## config.mk

```make
export PLATFORM = sky130hd
export DESIGN_NAME = lru_handle_cache_top
export DESIGN_NICKNAME = d
export VERILOG_FILES = /design/src/rtl/lhc_pkg.sv /design/src/rtl/lhc_ram.sv /design/src/rtl/lhc_cmp.sv /design/src/rtl/lru_handle_cache_top.sv
export VERILOG_INCLUDE_DIRS = /design/src /design/src/rtl
export SDC_FILE = /design/constraint.sdc
export NUM_CORES = 2
export LEC_CHECK = 0
export BUFFER_PORTS_ARGS = -buffer_cell sky130_fd_sc_hd__buf_4
export CAP_MARGIN = 20
export CORE_UTILIZATION = 25
export DETAILED_ROUTE_END_ITERATION = 12
export GPL_ROUTABILITY_DRIVEN = 0
export GPL_TIMING_DRIVEN = 1
export SYNTH_ARGS = -nofsm -noshare
export SYNTH_HDL_FRONTEND = slang
export SYNTH_HIERARCHICAL = 1
export SYNTH_SLANG_ARGS = --single-unit
```

## constraint.sdc

```tcl
create_clock -name clk -period 14.7 [get_ports clk]
set_input_delay 1.47 -clock clk [delete_from_list [all_inputs] [get_ports clk]]
set_output_delay 1.47 -clock clk [all_outputs]
set_load 0.02 [all_outputs]
```

## src/rtl/lru_handle_cache_top_defines.svh

```systemverilog
// Assertion macros used by the handle cache top level.
`ifndef LRU_HANDLE_CACHE_TOP_DEFINES_SVH
`define LRU_HANDLE_CACHE_TOP_DEFINES_SVH

// Same-cycle implication, checked on every rising edge outside reset.
`define LHC_ASSERT_NOW(label, ante, cons, msg) \
    label: assert property (@(posedge clk) disable iff (!rst_n) (ante) |-> (cons)) \
        else $error(msg);

// Next-cycle implication, checked on every rising edge outside reset.
`define LHC_ASSERT_NEXT(label, ante, cons, msg) \
    label: assert property (@(posedge clk) disable iff (!rst_n) (ante) |=> (cons)) \
        else $error(msg);

`endif

```

## src/rtl/lhc_pkg.sv

```systemverilog
// Shared constants and types of the handle cache.
package lhc_pkg;

    localparam int SLOTS   = 16;
    localparam int IDX_W   = $clog2(SLOTS);
    localparam int TAG_W   = 32;
    localparam int HND_W   = 16;
    localparam int STAMP_W = 64;
    localparam int ACT_W   = 2;
    localparam int ENTRY_W = TAG_W + HND_W + STAMP_W;

    localparam int IN_RAW_W   = TAG_W + HND_W;
    localparam int IN_W       = ((IN_RAW_W + 7) / 8) * 8;
    localparam int OUT_RAW_W  = HND_W + HND_W;
    localparam int OUT_W      = ((OUT_RAW_W + 7) / 8) * 8;
    localparam int OUT_USER_W = 2;

    localparam logic [ACT_W-1:0] ACT_TAKE  = 2'd0;
    localparam logic [ACT_W-1:0] ACT_PUT   = 2'd1;
    localparam logic [ACT_W-1:0] ACT_FLUSH = 2'd2;

    typedef struct packed {
        logic tag_eq;
        logic stamp_lt;
    } cmp_res_t;

endpackage

```

## src/rtl/lhc_ram.sv

```systemverilog
// Generic single-write, single-read RAM with registered read data.
module lhc_ram #(
    parameter int WIDTH = 8,
    parameter int DEPTH = 16
) (
    input  logic                     clk,
    input  logic                     we,
    input  logic [$clog2(DEPTH)-1:0] waddr,
    input  logic [WIDTH-1:0]         wdata,
    input  logic                     re,
    input  logic [$clog2(DEPTH)-1:0] raddr,
    output logic [WIDTH-1:0]         rdata
);

    logic [WIDTH-1:0] mem [DEPTH];
    logic [WIDTH-1:0] rdata_reg;

    always_ff @(posedge clk)
    begin
        if (we)
        begin
            mem[waddr] <= wdata;
        end
        if (re)
        begin
            rdata_reg <= mem[raddr];
        end
    end

    assign rdata = rdata_reg;

endmodule

```

## src/rtl/lhc_cmp.sv

```systemverilog
// Shared compare unit: tag match and stamp ordering for the slot under scan.
module lhc_cmp (
    input  logic [lhc_pkg::TAG_W-1:0]   key,
    input  logic [lhc_pkg::TAG_W-1:0]   tag,
    input  logic [lhc_pkg::STAMP_W-1:0] stamp,
    input  logic [lhc_pkg::STAMP_W-1:0] min_stamp,
    output lhc_pkg::cmp_res_t           res
);
    import lhc_pkg::*;

    always_comb
    begin
        res.tag_eq   = (tag == key);
        res.stamp_lt = (stamp < min_stamp);
    end

endmodule

```

## src/rtl/lru_handle_cache_top.sv

```systemverilog
// Top level of the LRU handle cache: slot scan sequencer, slot RAM and output register.
//
// Input channel (s_*): one beat carries action, key and handle. Action take
// looks the key up and frees its slot on a hit; put stores key and handle in
// the lowest empty slot, or evicts the least recently stamped entry when the
// cache is full; flush releases every stored handle and empties the cache.
// Output channel (m_*): take and put give one beat with m_tlast high. Flush
// gives one beat per stored handle in slot order, m_tlast on the final one,
// or a single all-zero beat when the cache is empty.
// Sequencing: one item is worked on at a time and s_tready is high only
// while the sequencer is idle. Slot entries sit in one RAM with a registered
// read port, and the scan reads one slot per cycle, pausing in a flush while
// the output stalls, through a single shared compare unit.
// Reset: all slots are marked empty and the use clock returns to zero at
// once; no clearing pass is needed. When the receiver stalls, the output
// register holds its beat and the flush scan pauses until it drains.
`include "lru_handle_cache_top_defines.svh"

module lru_handle_cache_top (
    input  logic                           clk,
    input  logic                           rst_n,
    input  logic                           s_tvalid,
    output logic                           s_tready,
    // [31:0] key, [47:32] handle
    input  logic [lhc_pkg::IN_W-1:0]       s_tdata,
    // [1:0] action
    input  logic [lhc_pkg::ACT_W-1:0]      s_tuser,
    output logic                           m_tvalid,
    input  logic                           m_tready,
    // [15:0] handle_out, [31:16] released_handle
    output logic [lhc_pkg::OUT_W-1:0]      m_tdata,
    // [0] hit, [1] released
    output logic [lhc_pkg::OUT_USER_W-1:0] m_tuser,
    output logic                           m_tlast
);
    import lhc_pkg::*;

    localparam logic [1:0] ST_IDLE   = 2'd0;
    localparam logic [1:0] ST_SCAN   = 2'd1;
    localparam logic [1:0] ST_WRITE  = 2'd2;
    localparam logic [1:0] ST_RESULT = 2'd3;

    localparam logic [IDX_W-1:0] LAST_IDX = IDX_W'(SLOTS - 1);

    function automatic logic [OUT_W-1:0] pack_out(
        input logic [HND_W-1:0] hout,
        input logic [HND_W-1:0] rhnd
    );
        pack_out = OUT_W'({rhnd, hout});
    endfunction

    // Sequencer state.
    logic [1:0]         state_reg,    state_next;
    logic [ACT_W-1:0]   act_reg,      act_next;
    logic [TAG_W-1:0]   key_reg,      key_next;
    logic [HND_W-1:0]   hnd_reg,      hnd_next;
    logic [IDX_W-1:0]   eval_idx_reg, eval_idx_next;
    logic [SLOTS-1:0]   valid_reg,    valid_next;
    logic [STAMP_W-1:0] clock_reg,    clock_next;

    // Oldest-entry tracking during a put scan.
    logic [STAMP_W-1:0] min_stamp_reg, min_stamp_next;
    logic [IDX_W-1:0]   min_idx_reg,   min_idx_next;
    logic [HND_W-1:0]   min_hnd_reg,   min_hnd_next;
    logic [IDX_W-1:0]   target_reg,    target_next;

    // Result fields of a take, put or empty flush.
    logic               res_hit_reg,  res_hit_next;
    logic [HND_W-1:0]   res_hout_reg, res_hout_next;
    logic               res_rel_reg,  res_rel_next;
    logic [HND_W-1:0]   res_rhnd_reg, res_rhnd_next;

    // Output register.
    logic                  out_valid_reg, out_valid_next;
    logic [OUT_W-1:0]      out_data_reg,  out_data_next;
    logic [OUT_USER_W-1:0] out_user_reg,  out_user_next;
    logic                  out_last_reg,  out_last_next;

    logic                  out_free;
    logic                  out_load;
    logic [OUT_W-1:0]      out_load_data;
    logic [OUT_USER_W-1:0] out_load_user;
    logic                  out_load_last;

    logic               rd_en;
    logic [IDX_W-1:0]   rd_addr;
    logic [ENTRY_W-1:0] rd_data;
    logic               wr_en;
    logic [ENTRY_W-1:0] wr_data;

    logic [TAG_W-1:0]   rd_tag;
    logic [HND_W-1:0]   rd_hnd;
    logic [STAMP_W-1:0] rd_stamp;
    cmp_res_t           cmp;

    logic               cur_valid;
    logic               at_last;
    logic               sel_min;
    logic [SLOTS-1:0]   cur_mask;
    logic [IDX_W-1:0]   next_idx;

    lhc_ram #(
        .WIDTH (ENTRY_W),
        .DEPTH (SLOTS)
    ) u_slot_ram (
        .clk   (clk),
        .we    (wr_en),
        .waddr (target_reg),
        .wdata (wr_data),
        .re    (rd_en),
        .raddr (rd_addr),
        .rdata (rd_data)
    );

    assign rd_tag   = rd_data[TAG_W-1:0];
    assign rd_hnd   = rd_data[TAG_W+HND_W-1:TAG_W];
    assign rd_stamp = rd_data[ENTRY_W-1:TAG_W+HND_W];

    lhc_cmp u_cmp (
        .key       (key_reg),
        .tag       (rd_tag),
        .stamp     (rd_stamp),
        .min_stamp (min_stamp_reg),
        .res       (cmp)
    );

    assign s_tready = (state_reg == ST_IDLE);
    assign m_tvalid = out_valid_reg;
    assign m_tdata  = out_data_reg;
    assign m_tuser  = out_user_reg;
    assign m_tlast  = out_last_reg;

    assign out_free  = !out_valid_reg || m_tready;
    assign cur_valid = valid_reg[eval_idx_reg];
    assign at_last   = (eval_idx_reg == LAST_IDX);
    assign sel_min   = (eval_idx_reg == '0) || cmp.stamp_lt;
    assign cur_mask  = SLOTS'(1) << eval_idx_reg;
    assign next_idx  = eval_idx_reg + IDX_W'(1);
    assign wr_data   = {clock_reg + STAMP_W'(1), hnd_reg, key_reg};

    always_comb
    begin
        state_next     = state_reg;
        act_next       = act_reg;
        key_next       = key_reg;
        hnd_next       = hnd_reg;
        eval_idx_next  = eval_idx_reg;
        valid_next     = valid_reg;
        clock_next     = clock_reg;
        min_stamp_next = min_stamp_reg;
        min_idx_next   = min_idx_reg;
        min_hnd_next   = min_hnd_reg;
        target_next    = target_reg;
        res_hit_next   = res_hit_reg;
        res_hout_next  = res_hout_reg;
        res_rel_next   = res_rel_reg;
        res_rhnd_next  = res_rhnd_reg;
        rd_en          = 1'b0;
        rd_addr        = eval_idx_reg;
        wr_en          = 1'b0;
        out_load       = 1'b0;
        out_load_data  = '0;
        out_load_user  = '0;
        out_load_last  = 1'b0;

        case (state_reg)
            ST_IDLE:
            begin
                if (s_tvalid)
                begin
                    act_next      = s_tuser;
                    key_next      = s_tdata[TAG_W-1:0];
                    hnd_next      = s_tdata[TAG_W+HND_W-1:TAG_W];
                    eval_idx_next = '0;
                    rd_en         = 1'b1;
                    rd_addr       = '0;
                    res_hit_next  = 1'b0;
                    res_hout_next = '0;
                    res_rel_next  = 1'b0;
                    res_rhnd_next = '0;
                    case (s_tuser)
                        ACT_TAKE, ACT_PUT:
                        begin
                            state_next = ST_SCAN;
                        end
                        ACT_FLUSH:
                        begin
                            // An empty cache answers a flush with a single zero beat.
                            state_next = (valid_reg == '0) ? ST_RESULT : ST_SCAN;
                        end
                        default:
                        begin
                            state_next = ST_RESULT;
                        end
                    endcase
                end
            end

            ST_SCAN:
            begin
                case (act_reg)
                    ACT_TAKE:
                    begin
                        if (cur_valid && cmp.tag_eq)
                        begin
                            res_hit_next  = 1'b1;
                            res_hout_next = rd_hnd;
                            valid_next    = valid_reg & ~cur_mask;
                            state_next    = ST_RESULT;
                        end
                        else if (at_last)
                        begin
                            state_next = ST_RESULT;
                        end
                        else
                        begin
                            rd_en         = 1'b1;
                            rd_addr       = next_idx;
                            eval_idx_next = next_idx;
                        end
                    end

                    ACT_PUT:
                    begin
                        if (!cur_valid)
                        begin
                            target_next = eval_idx_reg;
                            state_next  = ST_WRITE;
                        end
                        else
                        begin
                            if (sel_min)
                            begin
                                min_stamp_next = rd_stamp;
                                min_idx_next   = eval_idx_reg;
                                min_hnd_next   = rd_hnd;
                            end
                            if (at_last)
                            begin
                                // Cache full: evict the oldest stamp, first on ties.
                                target_next   = sel_min ? eval_idx_reg : min_idx_reg;
                                res_rel_next  = 1'b1;
                                res_rhnd_next = sel_min ? rd_hnd : min_hnd_reg;
                                state_next    = ST_WRITE;
                            end
                            else
                            begin
                                rd_en         = 1'b1;
                                rd_addr       = next_idx;
                                eval_idx_next = next_idx;
                            end
                        end
                    end

                    ACT_FLUSH:
                    begin
                        if (cur_valid)
                        begin
                            if (out_free)
                            begin
                                out_load      = 1'b1;
                                out_load_data = pack_out('0, rd_hnd);
                                // Released flag set, hit flag clear.
                                out_load_user = {1'b1, 1'b0};
                                out_load_last = ((valid_reg & ~cur_mask) == '0);
                                valid_next    = valid_reg & ~cur_mask;
                                if (out_load_last || at_last)
                                begin
                                    state_next = ST_IDLE;
                                end
                                else
                                begin
                                    rd_en         = 1'b1;
                                    rd_addr       = next_idx;
                                    eval_idx_next = next_idx;
                                end
                            end
                        end
                        else if (at_last)
                        begin
                            state_next = ST_IDLE;
                        end
                        else
                        begin
                            rd_en         = 1'b1;
                            rd_addr       = next_idx;
                            eval_idx_next = next_idx;
                        end
                    end

                    default:
                    begin
                        state_next = ST_RESULT;
                    end
                endcase
            end

            ST_WRITE:
            begin
                wr_en                  = 1'b1;
                clock_next             = clock_reg + STAMP_W'(1);
                valid_next[target_reg] = 1'b1;
                state_next             = ST_RESULT;
            end

            ST_RESULT:
            begin
                if (out_free)
                begin
                    out_load      = 1'b1;
                    out_load_data = pack_out(res_hout_reg, res_rhnd_reg);
                    out_load_user = {res_rel_reg, res_hit_reg};
                    out_load_last = 1'b1;
                    state_next    = ST_IDLE;
                end
            end

            default:
            begin
                state_next = ST_IDLE;
            end
        endcase
    end

    always_comb
    begin
        out_valid_next = out_valid_reg;
        out_data_next  = out_data_reg;
        out_user_next  = out_user_reg;
        out_last_next  = out_last_reg;
        if (out_load)
        begin
            out_valid_next = 1'b1;
            out_data_next  = out_load_data;
            out_user_next  = out_load_user;
            out_last_next  = out_load_last;
        end
        else if (m_tready)
        begin
            out_valid_next = 1'b0;
        end
    end

    always_ff @(posedge clk or negedge rst_n)
    begin
        if (!rst_n)
        begin
            state_reg     <= ST_IDLE;
            valid_reg     <= '0;
            clock_reg     <= '0;
            out_valid_reg <= 1'b0;
        end
        else
        begin
            state_reg     <= state_next;
            valid_reg     <= valid_next;
            clock_reg     <= clock_next;
            out_valid_reg <= out_valid_next;
        end
    end

    always_ff @(posedge clk)
    begin
        act_reg       <= act_next;
        key_reg       <= key_next;
        hnd_reg       <= hnd_next;
        eval_idx_reg  <= eval_idx_next;
        min_stamp_reg <= min_stamp_next;
        min_idx_reg   <= min_idx_next;
        min_hnd_reg   <= min_hnd_next;
        target_reg    <= target_next;
        res_hit_reg   <= res_hit_next;
        res_hout_reg  <= res_hout_next;
        res_rel_reg   <= res_rel_next;
        res_rhnd_reg  <= res_rhnd_next;
        out_data_reg  <= out_data_next;
        out_user_reg  <= out_user_next;
        out_last_reg  <= out_last_next;
    end

    // Only flush releases may leave a beat that is not the final one of its item.
    `LHC_ASSERT_NOW(a_mid_beat_is_release, m_tvalid && !m_tlast, m_tuser[1],
        "non-final beat without a released handle")
    // A take hit never releases a handle.
    `LHC_ASSERT_NOW(a_hit_not_release, m_tvalid && m_tuser[0], !m_tuser[1] && m_tlast,
        "take hit beat marks a release")
    // A put write leaves its target slot occupied.
    `LHC_ASSERT_NEXT(a_put_fills_slot, state_reg == ST_WRITE,
        valid_reg[$past(target_reg)], "put target slot not valid after write")

endmodule
```

==> impl_metrics.json <==
{
  "drt_wl_total_mm": 206,
  "vias_per_cell": 4.53,
  "required_ps": 15250,
  "yosys_register_bits": 2198,
  "multi_input_area_um2": 18500,
  "fin_worst_skew_ps": 102,
  "status": "finished, final reports clean",
  "synth_largest_area_cell": "edfxtp_1",
  "finalSetupViolCount": 0,
  "grt_pass1_vias": 42573,
  "grt_pass1_wl_mm": 300,
  "detail_route.iter0.violations": 3968,
  "synth_top_flop_cell": "edfxtp_1",
  "drc_errors": 0,
  "syn_area_um2": 85100,
  "grt.overflow.total": 0,
  "core_um2": 338000,
  "antenna_found_initial": 5,
  "critPathKind": "reg -> reg",
  "drive_gt1_share_pct": 22.9,
  "switching_share_pct": 29.1,
  "vias": 41027,
  "yosysUniqueCellTypes": 73,
  "max_cap_viol_count": 0,
  "htree_levels": 4,
  "largest_reg_flops": 1792,
  "fill_cells": 32730,
  "rr_worst_depth": 14,
  "clk_latency_ps": 880,
  "crit_path_end_kind": "flip-flop",
  "syn_inst": 4114,
  "firstDrtPassIters": 6,
  "io_pins": 91,
  "cts_sinks": 2198,
  "pwr_density_cell_nw_per_um2": 180,
  "synth_edf_count": 2111,
  "cp_max_fo": 47,
  "cts_buffers": 212,
  "final_nets": 4490,
  "finalPower_mw": 17.8,
  "final_common_cell": "edfxtp_1",
  "final_antenna_net_count": 0,
  "fin_tns_setup_ps": 0,
  "switchingPower_mw": 5.17,
  "clk_path_buf_depth": 3,
  "min_from": "u_slot_ram/rdata[103]",
  "finalCritPeriodShare_pct": 48.2,
  "slew_headroom_pct": 20.6,
  "min_to": "min_stamp_reg[55]",
  "track_usage_pct": 11.8,
  "worstMarginPinSlew_ps": 1190,
  "yosys_warnings": 6,
  "syn2layout_area_growth_pct": 15.9,
  "die_area_um2": 343000,
  "p_comb_share_pct": 25.3,
  "p_leak_nw": 30.0,
  "async_flop_share_pct": 3.78,
  "initial_core_util_pct": 25.2,
  "intPower_mw": 12.6,
  "io_buffer_count": 90,
  "crit_path_start_kind": "flip-flop",
  "seqCellArea_um2": 65500,
  "synth.area.top_cells": "edfxtp_1, mux4_2, dfrtp_1",
  "rsz0062_at_grt": "false",
  "avgSynthCellArea_um2": 20.7,
  "hold_path.class": "reg -> reg",
  "final_cell_mix": "edfxtp_1, mux4_2, a22oi_1, clkbuf_16, buf_4",
  "postCtsSetupRepairBufs": 0,
  "dieWidth_um": 586,
  "grt_max_degree": 151,
  "timing.rr.start": "key_reg[17]",
  "num_rows": 213,
  "r2r_end": "u_slot_ram/rdata[87]",
  "synth_top_cell_area_share_pct": 74.5,
  "max_freq_mhz": 141,
  "rrSetupSlack_ps": 7620,
  "ys_seq_area_share_pct": 77.0,
  "hold_viol": 0,
  "cts_tree": "yes",
  "p_seq_share_pct": 44.8,
  "hpwl_mm": 105,
  "wl_per_cell_um": 22.7,
  "critical_path_arrival_ps": 7630,
  "p_clk_share_pct": 29.8,
  "peakVddDrop_mv": 0.232,
  "finalCriticalPeriod_ps": 7080,
  "synth_nets": 4242,
  "slew_violations": 0,
  "die_h_um": 586,
  "ctsResizeCount": 0,
  "hold_depth": 0,
  "path_clk_slew_ps": 60,
  "root_buffer": "clkbuf_16",
  "cts_hold_buf": 0
}
cells by family (layout without fill, tap and decap cells):
| logic type | Yosys count | count (layout) | synth area share, % |
|---|---|---|---|
| xor gates and xnor gates | 158 | 158 | 1.63 |
| other | 0 | 2 | 0 |
| buffers and inverters | 285 | 715 | 1.55 |
| adders and majority gates | 74 | 74 | 1.09 |
| and+or+nand+nor | 540 | 540 | 3.20 |
| AOI/OAI and AO/OA | 382 | 382 | 3.26 |
| DFF | 2198 | 2198 | 77.0 |
| muxes | 477 | 477 | 12.3 |
final cells by class:
| cell class | instances | share of cell area, % |
|---|---|---|
| diodes | 2 | 0.00507 |
| clock buffers | 273 | 5.73 |
| clock inverters | 123 | 1.17 |
| inverters | 92 | 0.350 |
| multi-input cells | 1631 | 18.7 |
| flip-flops and latches | 2198 | 66.4 |
| well taps | 4515 | 5.72 |
| repair buffers | 227 | 1.90 |
through the flow:
step           hold slack, ps  cell area (um^2)  instances  setup slack (ps)  util [%]
4_1_cts                   408             98400       9022              7310      29.1
3_5_place_dp              443             91600       8626              7380      27.1
2_1_floorplan             417             85100       4114              4680         -
5_1_grt                   407             98700       9060              6980      29.2
3_3_place_gp              440             91500       8619              7480      27.1
6_report                  415             98700       9061              7620      29.2
worst max-delay path, stage by stage, from the launching register on:
cell,delay (ps)
edfxtp_1,610
xor2_1,250
nor4_1,470
nand4_1,340
nor2_1,820
nand2_1,180
o311ai_0,400
a31oi_1,130
a32oi_4,220
buf_4,710
buf_4,770
buf_4,900
mux4_2,600
a22oi_1,200
nand2_1,90
worst max-delay path by stage:
stage	startpoint	end	cells after the start
global placement	key_reg[4]	u_slot_ram/rdata[95]	14
CTS	key_reg[4]	u_slot_ram/rdata[87]	14
global route	key_reg[28]	u_slot_ram/rdata[102]	14
finish	key_reg[17]	u_slot_ram/rdata[87]	14
detailed placement	key_reg[4]	u_slot_ram/rdata[13]	14
floorplan	state_reg[1]	u_slot_ram/mem[0][0]	6
power groups by stage:
| stage | combinational [mW] | clock (mW) | sequential (mW) |
|---|---|---|---|
| 3_5_place_dp | 4.58 | 0 | 8.12 |
| 2_1_floorplan | 3.56 | 0 | 8.02 |
| 3_3_place_gp | 4.53 | 0 | 8.10 |
| 4_1_cts | 4.59 | 5.42 | 7.99 |
| 5_1_grt | 4.89 | 5.64 | 8.03 |
| 6_report | 4.51 | 5.31 | 7.97 |
layer usage:
| metal | up-vias | GRT usage, % | share of wire [%] |
|---|---|---|---|
| met3 | 267 | 1.52 | 5.4 |
| li1 | 17399 | - | - |
| met4 | 0 | 2.78 | 1.7 |
| met5 | - | 0 | 0 |
| met1 | 22115 | 15.7 | 42 |
| met2 | 1246 | 20.6 | 51 |
synthesized netlist by cell type, types with 12 or more instances:
cell      instances
edfxtp_1       2111
mux4_2          452
a22oi_1         224
nand2_1         193
xor2_1           93
inv_1            89
dfrtp_1          83
nor2_1           79
clkbuf_1         77
ha_1             74
xnor2_1          65
and2_1           58
nand3_1          47
buf_1            44
nand4_1          37
a21oi_1          35
buf_4            32
nor3_1           32
buf_2            27
o21ai_0          25
a22o_1           21
and3_1           20
a31oi_1          18
mux2_2           18
nor4_1           17
buf_6            13
nand2b_1         12
No activity file was read; power rests on OpenSTA's default activity.
